### src/rtl/core/cm43_pkg.sv
package cm43_pkg;

  localparam logic [1:0] OP_EXP_WR = 2'd0;
  localparam logic [1:0] OP_EXP_RD = 2'd1;
  localparam logic [1:0] OP_PRG_WR = 2'd2;
  localparam logic [1:0] OP_TICK   = 2'd3;

  localparam logic [15:0] PAGE_SEL_ADDR = 16'h4022;
  localparam logic [15:0] PAGE_SEL_MASK = 16'hF0FF;
  localparam logic [15:0] IRQ_CTRL_ADDR = 16'h8122;
  localparam logic [15:0] ROM_WIN_LO    = 16'h5000;
  localparam logic [15:0] ROM_WIN_HI    = 16'h6000;
  localparam logic [16:0] ROM_WIN_BASE  = 17'(32'h2000 * 8 + 32'h1000);
  localparam logic [2:0]  PAGE_SEL_BITS = 3'h7;
  localparam logic [1:0]  IRQ_ON_BITS   = 2'h3;

  localparam int unsigned COUNT_W    = 24;
  localparam int unsigned STEP_SHIFT = 6;
  localparam logic [COUNT_W-1:0] TICK_STEP  = COUNT_W'(7276);
  localparam logic [COUNT_W-1:0] WRAP_LIMIT = COUNT_W'(32'd4096 << STEP_SHIFT);
  localparam logic [3:0] PAGE_RESET = 4'd4;

  localparam int unsigned QUEUE_DEPTH = 2;
  localparam int unsigned QPTR_W      = $clog2(QUEUE_DEPTH);
  localparam int unsigned QCNT_W      = $clog2(QUEUE_DEPTH + 1);

  typedef struct packed {
    logic [1:0]  opcode;
    logic [15:0] cpu_address;
    logic [7:0]  write_data;
  } in_item_t;

  typedef struct packed {
    logic        from_rom;
    logic [16:0] rom_offset;
    logic [7:0]  open_bus_byte;
    logic [3:0]  upper_window_page;
    logic        irq_pulse;
    logic        irq_is_enabled;
  } out_item_t;

  typedef enum logic [2:0] {
    CMD_NOP,
    CMD_PAGE,
    CMD_ROM_RD,
    CMD_OPEN_RD,
    CMD_IRQ_ON,
    CMD_IRQ_OFF,
    CMD_TICK
  } cmd_kind_t;

  typedef struct packed {
    cmd_kind_t   kind;
    logic [3:0]  page;
    logic [16:0] rom_offset;
    logic [7:0]  open_bus_byte;
  } cmd_t;

  function automatic logic [3:0] page_lookup(input logic [2:0] sel);
    logic [3:0] page;
    case (sel)
      3'd1:    page = 4'd3;
      3'd5:    page = 4'd7;
      3'd6:    page = 4'd5;
      3'd7:    page = 4'd6;
      default: page = 4'd4;
    endcase
    return page;
  endfunction

endpackage

### src/rtl/core/cartridge_mapper_43_bank_irq.sv
// Bank-switch and scanline IRQ mapper for a game cartridge.
// Input channel (in_valid/in_ready/in_data): one bus event per transaction:
// expansion write, expansion read, program-area write or scanline tick.
// Result channel (out_valid/out_ready/out_data): exactly one result per
// input transaction, in order: ROM offset or open-bus byte for reads, the
// page mapped at 0xC000, the IRQ pulse of a tick and the IRQ enable.
// Path: the accepting edge writes the classified command into a two-entry
// queue; once the output register is free, the back end executes the
// command at the queue head into the output register.
// Throughput: one transaction per cycle while out_ready is held high; the
// state update is a 24-bit add, compare and subtract in the back end.
// Reset (rst_n low, synchronous): queue empty, no result pending, counter
// cleared, IRQ enabled, page 4 mapped at 0xC000.
// Stall: a held result stays in the output register while the back end
// keeps the next command in the queue; in_ready drops only when both
// queue entries are occupied.
module cartridge_mapper_43_bank_irq (
  input  logic                clk,
  input  logic                rst_n,
  input  logic                in_valid,
  output logic                in_ready,
  input  cm43_pkg::in_item_t  in_data,
  output logic                out_valid,
  input  logic                out_ready,
  output cm43_pkg::out_item_t out_data
);
  import cm43_pkg::*;

  logic q_full;
  logic q_push;
  logic q_pop;
  logic q_head_valid;
  cmd_t front_cmd;
  cmd_t head_cmd;

  // Front end: accept and classify the bus event.
  cm43_front u_front (
    .in_valid (in_valid),
    .in_ready (in_ready),
    .in_data  (in_data),
    .q_full   (q_full),
    .push     (q_push),
    .cmd      (front_cmd)
  );

  // Decouple front and back so either can stall on its own.
  cm43_queue u_queue (
    .clk        (clk),
    .rst_n      (rst_n),
    .push       (q_push),
    .push_cmd   (front_cmd),
    .full       (q_full),
    .pop        (q_pop),
    .head_valid (q_head_valid),
    .head_cmd   (head_cmd)
  );

  // Back end: advance mapper state and register the result.
  cm43_back u_back (
    .clk       (clk),
    .rst_n     (rst_n),
    .cmd_valid (q_head_valid),
    .cmd       (head_cmd),
    .pop       (q_pop),
    .out_valid (out_valid),
    .out_ready (out_ready),
    .out_data  (out_data)
  );

endmodule

### src/rtl/core/cm43_front.sv
module cm43_front (
  input  logic               in_valid,
  output logic               in_ready,
  input  cm43_pkg::in_item_t in_data,
  input  logic               q_full,
  output logic               push,
  output cm43_pkg::cmd_t     cmd
);
  import cm43_pkg::*;

  logic in_rom_win;

  assign in_ready   = !q_full;
  assign push       = in_valid && !q_full;
  assign in_rom_win = (in_data.cpu_address >= ROM_WIN_LO) &&
                      (in_data.cpu_address < ROM_WIN_HI);

  // Classify the bus event into a command for the back end.
  always_comb begin
    cmd.kind          = CMD_NOP;
    cmd.page          = page_lookup(in_data.write_data[2:0] & PAGE_SEL_BITS);
    cmd.rom_offset    = ROM_WIN_BASE + 17'(in_data.cpu_address - ROM_WIN_LO);
    cmd.open_bus_byte = in_data.cpu_address[15:8];
    case (in_data.opcode)
      OP_EXP_WR: begin
        if ((in_data.cpu_address & PAGE_SEL_MASK) == PAGE_SEL_ADDR) cmd.kind = CMD_PAGE;
      end
      OP_EXP_RD: begin
        cmd.kind = in_rom_win ? CMD_ROM_RD : CMD_OPEN_RD;
      end
      OP_PRG_WR: begin
        if (in_data.cpu_address == IRQ_CTRL_ADDR) begin
          cmd.kind = ((in_data.write_data[1:0] & IRQ_ON_BITS) != 2'd0) ? CMD_IRQ_ON
                                                                        : CMD_IRQ_OFF;
        end
      end
      default: cmd.kind = CMD_TICK;
    endcase
  end

endmodule

### src/rtl/core/cm43_queue.sv
module cm43_queue (
  input  logic           clk,
  input  logic           rst_n,
  input  logic           push,
  input  cm43_pkg::cmd_t push_cmd,
  output logic           full,
  input  logic           pop,
  output logic           head_valid,
  output cm43_pkg::cmd_t head_cmd
);
  import cm43_pkg::*;

  cmd_t              mem_r [QUEUE_DEPTH];
  logic [QPTR_W-1:0] wr_ptr_r, wr_ptr_nxt;
  logic [QPTR_W-1:0] rd_ptr_r, rd_ptr_nxt;
  logic [QCNT_W-1:0] count_r, count_nxt;

  assign full       = (count_r == QCNT_W'(QUEUE_DEPTH));
  assign head_valid = (count_r != '0);
  assign head_cmd   = mem_r[rd_ptr_r];

  always_comb begin
    wr_ptr_nxt = wr_ptr_r;
    rd_ptr_nxt = rd_ptr_r;
    count_nxt  = count_r;
    if (push) begin
      wr_ptr_nxt = (wr_ptr_r == QPTR_W'(QUEUE_DEPTH - 1)) ? '0 : wr_ptr_r + 1'b1;
    end
    if (pop) begin
      rd_ptr_nxt = (rd_ptr_r == QPTR_W'(QUEUE_DEPTH - 1)) ? '0 : rd_ptr_r + 1'b1;
    end
    if (push && !pop) count_nxt = count_r + 1'b1;
    else if (!push && pop) count_nxt = count_r - 1'b1;
  end

  always_ff @(posedge clk) begin
    if (!rst_n) begin
      wr_ptr_r <= '0;
      rd_ptr_r <= '0;
      count_r  <= '0;
    end else begin
      wr_ptr_r <= wr_ptr_nxt;
      rd_ptr_r <= rd_ptr_nxt;
      count_r  <= count_nxt;
    end
  end

  always_ff @(posedge clk) begin
    if (push) mem_r[wr_ptr_r] <= push_cmd;
  end

endmodule

### src/rtl/core/cm43_back.sv
module cm43_back (
  input  logic                clk,
  input  logic                rst_n,
  input  logic                cmd_valid,
  input  cm43_pkg::cmd_t      cmd,
  output logic                pop,
  output logic                out_valid,
  input  logic                out_ready,
  output cm43_pkg::out_item_t out_data
);
  import cm43_pkg::*;

  logic [COUNT_W-1:0] count_r, count_nxt;
  logic               enable_r, enable_nxt;
  logic [3:0]         page_r, page_nxt;
  logic               out_valid_r;
  out_item_t          out_data_r, out_data_nxt;
  logic [COUNT_W-1:0] tick_cnt;

  assign pop       = cmd_valid && (!out_valid_r || out_ready);
  assign out_valid = out_valid_r;
  assign out_data  = out_data_r;
  assign tick_cnt  = count_r + TICK_STEP;

  always_comb begin
    count_nxt    = count_r;
    enable_nxt   = enable_r;
    page_nxt     = page_r;
    out_data_nxt = '0;
    case (cmd.kind)
      CMD_PAGE:    page_nxt = cmd.page;
      CMD_ROM_RD: begin
        out_data_nxt.from_rom   = 1'b1;
        out_data_nxt.rom_offset = cmd.rom_offset;
      end
      CMD_OPEN_RD: out_data_nxt.open_bus_byte = cmd.open_bus_byte;
      CMD_IRQ_ON:  enable_nxt = 1'b1;
      CMD_IRQ_OFF: begin
        enable_nxt = 1'b0;
        count_nxt  = '0;
      end
      CMD_TICK: begin
        if (enable_r) begin
          if (tick_cnt >= WRAP_LIMIT) begin
            count_nxt              = tick_cnt - WRAP_LIMIT;
            out_data_nxt.irq_pulse = 1'b1;
          end else begin
            count_nxt = tick_cnt;
          end
        end
      end
      default: ;
    endcase
    out_data_nxt.upper_window_page = page_nxt;
    out_data_nxt.irq_is_enabled    = enable_nxt;
  end

  always_ff @(posedge clk) begin
    if (!rst_n) begin
      count_r     <= '0;
      enable_r    <= 1'b1;
      page_r      <= PAGE_RESET;
      out_valid_r <= 1'b0;
    end else begin
      if (pop) begin
        count_r  <= count_nxt;
        enable_r <= enable_nxt;
        page_r   <= page_nxt;
      end
      if (pop) out_valid_r <= 1'b1;
      else if (out_ready) out_valid_r <= 1'b0;
    end
  end

  always_ff @(posedge clk) begin
    if (pop) out_data_r <= out_data_nxt;
  end

endmodule

### config.mk
export PLATFORM = sky130hd
export DESIGN_NAME = cartridge_mapper_43_bank_irq
export DESIGN_NICKNAME = d
export VERILOG_FILES = /design/src/rtl/core/cm43_pkg.sv /design/src/rtl/core/cartridge_mapper_43_bank_irq.sv /design/src/rtl/core/cm43_front.sv /design/src/rtl/core/cm43_queue.sv /design/src/rtl/core/cm43_back.sv
export SDC_FILE = /design/constraint.sdc
export NUM_CORES = 1
export LEC_CHECK = 0
export ABC_AREA = 1
export BUFFER_PORTS_ARGS = -buffer_cell sky130_fd_sc_hd__clkbuf_2
export CAP_MARGIN = 20
export CELL_PAD_IN_SITES_DETAIL_PLACEMENT = 1
export CELL_PAD_IN_SITES_GLOBAL_PLACEMENT = 1
export CORE_MARGIN = 1.5
export CORE_UTILIZATION = 42
export DETAILED_ROUTE_END_ITERATION = 16
export GPL_TIMING_DRIVEN = 0
export PLACE_DENSITY_LB_ADDON = 0.1
export SLEW_MARGIN = 20
export SYNTH_ARGS = -nofsm -noshare
export SYNTH_HDL_FRONTEND = slang
export SYNTH_HIERARCHICAL = 1
export SYNTH_SLANG_ARGS = --single-unit
export TNS_END_PERCENT = 20
### constraint.sdc
create_clock -name clk -period 2.3 [get_ports clk]
set_input_delay 0.46 -clock clk [delete_from_list [all_inputs] [get_ports clk]]
set_output_delay 0.46 -clock clk [all_outputs]
set_load 0.01 [all_outputs]
==> results of run 1 <==
==> placed cells by master (no fill, tap or decap), types with 10 or more instances in the layout <==
cell       instances
nand2_1           98
edfxtp_1          96
inv_1             90
nor2_1            64
clkbuf_2          58
nand3_1           33
buf_4             31
mux2_4            30
a21oi_1           29
dfxtp_1           27
clkbuf_16         17
nand2_2           14
nand4_1           12
inv_2             10
==> kinds of logic after synthesis <==
family          count (synthesis)  synth area share (%)
compound gates                 48                 3.971
xor+xnor                        4                0.6787
fa+ha+maj                       7                 1.397
buf+inv                       137                 10.72
flops                         129                 56.52
mux                            32                 7.543
other cells                     1               0.05981
simple gates                  252                 19.12
==> cell usage after synthesis (all sizes together) <==
library cell | number | area, um2
inv | 100 | 375.4
and3 | 1 | 6.260
nand2 | 119 | 506.7
clkbuf | 4 | 15.01
nand3b | 1 | 7.510
clkinv | 2 | 7.510
a21oi | 33 | 165.2
nand3 | 36 | 195.2
mux2 | 32 | 473.0
nor3 | 5 | 41.29
nand4 | 12 | 75.07
o21ai | 10 | 50.04
xor2 | 3 | 33.79
dfxtp | 33 | 660.6
xnor2 | 1 | 8.760
and2 | 1 | 6.260
conb | 1 | 3.750
nor2 | 77 | 360.3
o22ai | 3 | 18.77
buf | 31 | 274.0
ha | 7 | 87.58
edfxtp | 96 | 2883
a22oi | 2 | 15.01
==> power by group through the flow <==
| stage | logic (mW) | clock network, mW | registers, mW |
|---|---|---|---|
| after floorplan | 1.39 | 0 | 3.51 |
| after global placement | 2.14 | 0 | 3.41 |
| after detailed placement | 2.32 | 0 | 3.41 |
| after CTS | 2.37 | 2.65 | 3.37 |
| after global routing | 2.59 | 2.73 | 3.42 |
| final | 2.35 | 2.59 | 3.36 |
==> worst reg2reg max path: stages, from the launching register on <==
cell	delay, ns
dfxtp_2	0.34
buf_4	0.11
nand2_2	0.08
nand3_4	0.14
nand2_4	0.09
nand2_4	0.11
nand3_1	0.08
nand2_1	0.08
nand2_2	0.09
inv_2	0.10
ha_4	0.14
inv_1	0.06
nor2_4	0.13
nand2_4	0.08
nor2_8	0.11
nand2_4	0.09
and3_1	0.15
==> registers in the layout, indices dropped and copies added, names as in the netlist, named ones only <==
name / count
u_queue/count_r: 2
u_back/enable_r: 1
u_queue/mem_r: 64
u_back/out_valid: 1
u_back/count_r: 22
u_back/page_r: 4
u_back/out_data: 32
u_queue/wr_ptr_r: 1
u_queue/rd_ptr_r: 1
==> metrics by stage <==
stage	instances	util [%]
3_3_place_gp	852	46.74
3_5_place_dp	854	47.15
5_1_grt	892	52.28
4_1_cts	890	51.70
6_report	892	52.28
2_1_floorplan	610	-
==> cell type report <==
| cell class | instances | area share [%] |
|---|---|---|
| clock buffer | 21 | 5.796 |
| multi-input combinational | 344 | 28.45 |
| sequential | 129 | 46.80 |
| buffer | 34 | 3.853 |
| timing repair buffer | 69 | 5.483 |
| inverter | 102 | 5.055 |
| clock inverter | 9 | 1.531 |
| tap | 184 | 3.030 |
==> routing by layer <==
layer / GRT usage (%) / up-vias
met5: 0 / -
met4: 7.219 / 0
met3: 3.979 / 17
met2: 34.55 / 50
met1: 20.67 / 2112
li1: - / 2146
==> how the worst max path moves through the flow <==
stage	startpoint	end	cells past startpoint
final	u_back/count_r[2]	u_back/out_data[1]	16
after floorplan	out_ready	u_back/count_r[4]	9
after global routing	u_back/count_r[2]	u_back/out_data[1]	16
after global placement	out_ready	u_back/count_r[4]	10
after detailed placement	u_back/count_r[2]	u_back/out_data[1]	17
after CTS	register	u_back/count_r[3]	12
==> timing repair <==
item,in CTS,in global routing
pin swaps,5,14
gates cloned,0,0
endpoints found under the setup margin,31,33
resized for setup,19,22
setup buffers,6,3
==> reports/results.ini, run 1 <==
[pwr]
peakVddDrop_mv=0.5329
p_comb_share_pct=28.3
leakagePower_nw=3.329
p_int_mw=5.838
switchingPower_mw=2.467
clkPwrFrac_pct=31.2
p_sw_share_pct=29.71
power_frac_seq_pct=40.5
finalPower_mw=8.306
pwr_density_cell_nw_per_um2=1093

[setup_path]
cp-start-kind=register
r2r_start=u_back/count_r[2]
cp.arrival_ns=2.38
reg2reg_slack_ns=0.09
critical_path_peak_fanout=8
worst_setup_path_end_kind=register
critical_path_buf_inv_count=3
crit_top_cell=nand2_4
crit_chain=buf_4 -> nand2_2 -> nand3_4 -> nand2_4 -> nand2_4 -> nand3_1 -> nand2_1 -> nand2_2 -> inv_2 -> ha_4 -> inv_1 -> nor2_4 -> nand2_4 -> nor2_8 -> nand2_4 -> and3_1
slowest_stage=dfxtp_2
ff2ff_path_depth=16
critPathRequiredTime_ns=2.47
critPathTopFamily=simple AND/OR/NAND/NOR gates
crit_type=register to register
slowest_delay_ns=0.34
worst_r2r_endpoint=u_back/out_data[1]

[clocking]
clockBufferDepth=2
clk_latency_ns=0.41
path_clk_slew_ns=0.06
cts_buffers=17
hold_buffers=0
ctsHtreeMaxLevel=4
clock_sinks=129
root_buffer=clkbuf_16
cts_tree=built

[hold_path]
worstHoldEndpoint=u_back/out_valid
hold_start=out_ready
hold_depth=4
hp-class=primary input to register

[floorplan]
initial_core_util_pct=43.14
die_height_um=125.2
ios=64
row_count=44
die_x_um=125.2
dieArea_um2=15670
coreArea_um2=14530

[sta]
layout_min_cycle_time_ns=2.207
finalCritPeriodShare_pct=95.97
final_max_slew_viol_count=0
hold_viol_final=0
rsz0062_at_grt=true
clock_skew_ns=0.005109
worstMarginPinSlew_ns=0.7695
setup_ws_ns=0.09272
setup_viol=0
relSlewSlack_pct=48.63
fin_hold_ws_ns=0.3262
clock.fmax_mhz=453.0
finalSetupTns_ns=0

[routing]
wl_met1_mm=5.621
detail_route.vias_per_cell=4.849
drc=0
wire_per_inst_um=15.15
drtIter0Drc=138
via_count=4325
drt_wl_total_mm=13.51
topRoutingLayerUsed=met4
route.met3.wl_um=329
wl_met2_mm=7.323
firstDrtPassIters=4
detail-route-antenna-nets=0

[cells_and_area]
n_antenna_cell=0
fillerInstances=1620
fin_nets=734
fin_area_um2=7599
layout-drive-gt1-share_pct=31.07
regArea_um2=3556
multiInputGateArea_um2=2162
syn2layout_area_growth_pct=21.19

[placed_design]
place.gp.congestion=0.7910
hpwl_mm=9.447
place_area_um2=6853
io_buffers=58
place_ws_ns=-0.2508

[run_status]
status=complete, no violations

[global_route]
gr-total-overflow=0
grt_max_degree=33
grt_pass1_wl_mm=22.68
grt_pass1_vias=4680
track_usage_pct=18.59
antenna_found_initial=0

[logic_synthesis]
synth.avg_cell_area_um2=10.28
yosys_warnings=6
ys_ff_latch=129
synthesis.nets=647
synth_area_um2=6270
seq_area_frac_synth_pct=56.52
synth_cells=610
yosysUniqueCellTypes=39

[flow_run]
maxCapViolations=0

(Power assumes the default switching activity.)
==> run 2: changes to the inputs <==
--- a/config.mk
+++ b/config.mk
@@ -5,7 +5,6 @@
 export SDC_FILE = /design/constraint.sdc
 export NUM_CORES = 1
 export LEC_CHECK = 0
-export ABC_AREA = 1
 export BUFFER_PORTS_ARGS = -buffer_cell sky130_fd_sc_hd__clkbuf_2
 export CAP_MARGIN = 20
 export CELL_PAD_IN_SITES_DETAIL_PLACEMENT = 1
@@ -18,6 +17,5 @@
 export SLEW_MARGIN = 20
 export SYNTH_ARGS = -nofsm -noshare
 export SYNTH_HDL_FRONTEND = slang
-export SYNTH_HIERARCHICAL = 1
 export SYNTH_SLANG_ARGS = --single-unit
 export TNS_END_PERCENT = 20
==> reports/results.ini, run 2 <==
[run_status]
status=finished, violations left
violations=negative setup slack

[cells_and_area]
n_antenna_cell=0  ; unchanged
syn2layout_area_growth_pct=27.17
final_cell_mix=82 x edfxtp_1, 63 x clkbuf_2, 50 x nor2_1, 39 x nand2_1, 31 x dfxtp_1
layout-drive-gt1-share_pct=30.02  ; -1.1 points
fin_area_um2=6724  ; -12%
largest_register=u_queue.mem_r
largest_reg_flops=50  ; -22%
fillerInstances=1343  ; -17%
fin_nets=597  ; -19%
layout_commonest_cell=edfxtp_1
fin_util_pct=55.29  ; +3.0 points

[sta]
setup_viol=7  ; +7
clock.fmax_mhz=356.2  ; -21%
fin_hold_ws_ns=0.2485  ; -0.07768 ns
finalCritPeriodShare_pct=122.1  ; +26 points
rsz0062_at_grt=true
layout_min_cycle_time_ns=2.808  ; +0.6003 ns
setup_ws_ns=-0.5076  ; -0.6003 ns
worstMarginPinSlew_ns=0.8947  ; +0.1252 ns
relSlewSlack_pct=40.23  ; -8.4 points
finalSetupTns_ns=-3.143  ; -3.143 ns
clock_skew_ns=0.007179  ; +0.002070 ns
hold_viol_final=0  ; unchanged
final_max_slew_viol_count=0  ; unchanged

[global_route]
grt_max_degree=34  ; +3.0%
grt_pass1_wl_mm=21.00  ; -7.4%
track_usage_pct=21.37  ; +2.8 points
gr-total-overflow=0  ; unchanged
grt_pass1_vias=4068  ; -13%
antenna_found_initial=0  ; unchanged

[setup_path]
critPathRequiredTime_ns=2.47  ; about the same
startpoint=u_back.count_r[5]
worst_setup_path_end_kind=register
critical_path_buf_inv_count=1  ; -2
slowest_delay_ns=0.47  ; +0.13 ns
worst_r2r_endpoint=u_back.out_data[1]
r2r_start=u_back.count_r[5]
crit_type=register to register
reg2reg_slack_ns=-0.51  ; -0.60 ns
critPathTopFamily=simple AND/OR/NAND/NOR gates
critical_path_peak_fanout=7  ; -1
ff2ff_path_depth=8  ; -8
cp.arrival_ns=2.97  ; +0.59 ns
crit_chain=or2_2 -> nor2_1 -> o21ai_0 -> nor4_1 -> o31ai_2 -> a41o_1 -> buf_6 -> and3_4
cp-start-kind=register
slowest_stage=nor4_1

[logic_synthesis]
synth.top_cell.area_share_pct=46.57  ; +0.59 points
netlist_top_cells_area=edfxtp_1 47%, dfxtp_1 12%, mux2i_1 4.9%, nor2_1 3.8%, nand2_1 2.8%
seq_area_frac_synth_pct=59.06  ; +2.5 points
synth_area_um2=5288  ; -16%
yosys.area.top_type=edfxtp_1
synth_cells=465  ; -24%
yosys_warnings=0  ; -6
ys_ff_latch=115  ; -11%
yosysUniqueCellTypes=65  ; +67%
synth.avg_cell_area_um2=11.37  ; +11%
synth-main-ff-cell=edfxtp_1
async_flop_share_pct=0  ; unchanged
yosys-top-cells-count=82 x edfxtp_1, 54 x nor2_1, 40 x nand2_1
synthesis.nets=502  ; -22%
yosysMostFrequentCell=edfxtp_1
synth-edff-count=82  ; -15%

[clocking]
cts_buffers=17  ; unchanged
path_clk_slew_ns=0.06  ; about the same
clockBufferDepth=2  ; unchanged
hold_buffers=0  ; unchanged
cts_tree=built
root_buffer=clkbuf_16
clk_latency_ns=0.41  ; about the same
ctsHtreeMaxLevel=4  ; unchanged
clock_sinks=115  ; -11%

[pwr]
pwr_density_cell_nw_per_um2=1059  ; -3.1%
p_int_mw=4.867  ; -17%
peakVddDrop_mv=0.6908  ; +30%
p_sw_share_pct=31.68  ; +2.0 points
p_comb_share_pct=24.5  ; -3.8 points
clkPwrFrac_pct=34.5  ; +3.3 points
finalPower_mw=7.124  ; -14%
leakagePower_nw=2.492  ; -25%
switchingPower_mw=2.257  ; -8.5%
power_frac_seq_pct=40.9  ; +0.4 points

[floorplan]
die_height_um=115.2  ; -8.0%
initial_core_util_pct=43.48  ; +0.34 points
ios=64  ; unchanged
die_x_um=115.2  ; -8.0%
row_count=40  ; -9.1%
coreArea_um2=12160  ; -16%
dieArea_um2=13270  ; -15%

[routing]
via_count=3957  ; -8.5%
firstDrtPassIters=4  ; unchanged
drtIter0Drc=212  ; +54%
detail_route.vias_per_cell=5.340  ; +10%
drc=0  ; unchanged
wire_per_inst_um=18.21  ; +20%
detail-route-antenna-nets=0  ; unchanged
drt_wl_total_mm=13.50  ; -0.13%

[placed_design]
io_buffers=58  ; unchanged
hpwl_mm=8.809  ; -6.7%
place_area_um2=5894  ; -14%
place.gp.congestion=0.8358  ; +5.7%

[hold_path]
hold_depth=1  ; -3
worstHoldEndpoint=u_queue.mem_r[0][8]
hp-class=primary input to register
hold_start=in_data[8]

[flow_run]
maxCapViolations=0  ; unchanged

## run 2: changes by cell type after synthesis, moves of 13 or more
cell      change
o21ai_0      +21
inv_1        -82
buf_4        -21
nand3_1      -23
mux2i_1      +26
mux2_4       -30
a21oi_1      -15
edfxtp_1     -14
nand2_1      -65
nor2b_1      +13
## run 2: worst max path at each step
stage / slack (ns) / end / cells past startpoint
final: -0.51 / u_back.out_data[1] / 8
after global routing: -0.64 / u_back.count_r[20] / 9
after CTS: -0.47 / u_back.out_data[1] / 14
after floorplan: -0.39 / u_back.out_data[1] / 14
after detailed placement: -0.84 / u_back.count_r[22] / 9
after global placement: -0.80 / u_back.count_r[23] / 9
## run 2: area by class of cell
class	instances	area [um2]	share of cell area, %
inverters	14	52.55	0.7815
repair buffers	77	449.2	6.680
flip-flops and latches	115	3128	46.52
clock buffers	17	425.4	6.327
clock inverters	15	132.6	1.972
plain buffers	21	145.1	2.159
multi-input cells	314	2181	32.43
well taps	168	210.2	3.126
## run 2: stage by stage
step	worst slack [ns]	instances
2_1_floorplan	-0.3887	465
3_3_place_gp	-0.7958	691
3_5_place_dp	-0.8368	692
4_1_cts	-0.4694	737
5_1_grt	-0.6442	741
6_report	-0.5076	741
## run 2: timing repair
item                                   CTS  global route
setup buffers                           12             5
pin swaps                               14             5
setup endpoints to repair               33            26
resized for setup                       28            15
cloned                                   1             0
endpoints found under the hold margin    0             0
## run 2: cell families (layout without fill, tap and decap cells)
kind of cell	Yosys count	count (layout)	share of synthesized area (%)
AND/OR/NAND/NOR	179	179	17.08
AO/OA/AOI/OAI	87	87	10.98
XOR/XNOR	12	12	1.988
buffers and inverters	36	144	3.668
adder cells (fa/ha/maj)	7	7	1.656
multiplexers	29	29	5.561
flip-flops	115	115	59.06
## run 2: layer usage
layer / global-route usage [%] / vias up / part of all wire (%)
met2: 36.83 / 67 / 51
li1: - / 1891 / -
met3: 4.797 / 14 / 2.7
met1: 26.15 / 1985 / 45
met4: 8.395 / 0 / 1.4
met5: 0 / - / 0
## run 2: power by group through the flow
stage	Clock [mW]	Combinational (mW)	Sequential, mW
global route	2.58	1.91	2.96
floorplan	0	0.920	3.05
detailed placement	0	1.68	2.96
CTS	2.50	1.76	2.92
finish	2.46	1.75	2.92
global placement	0	1.59	2.94
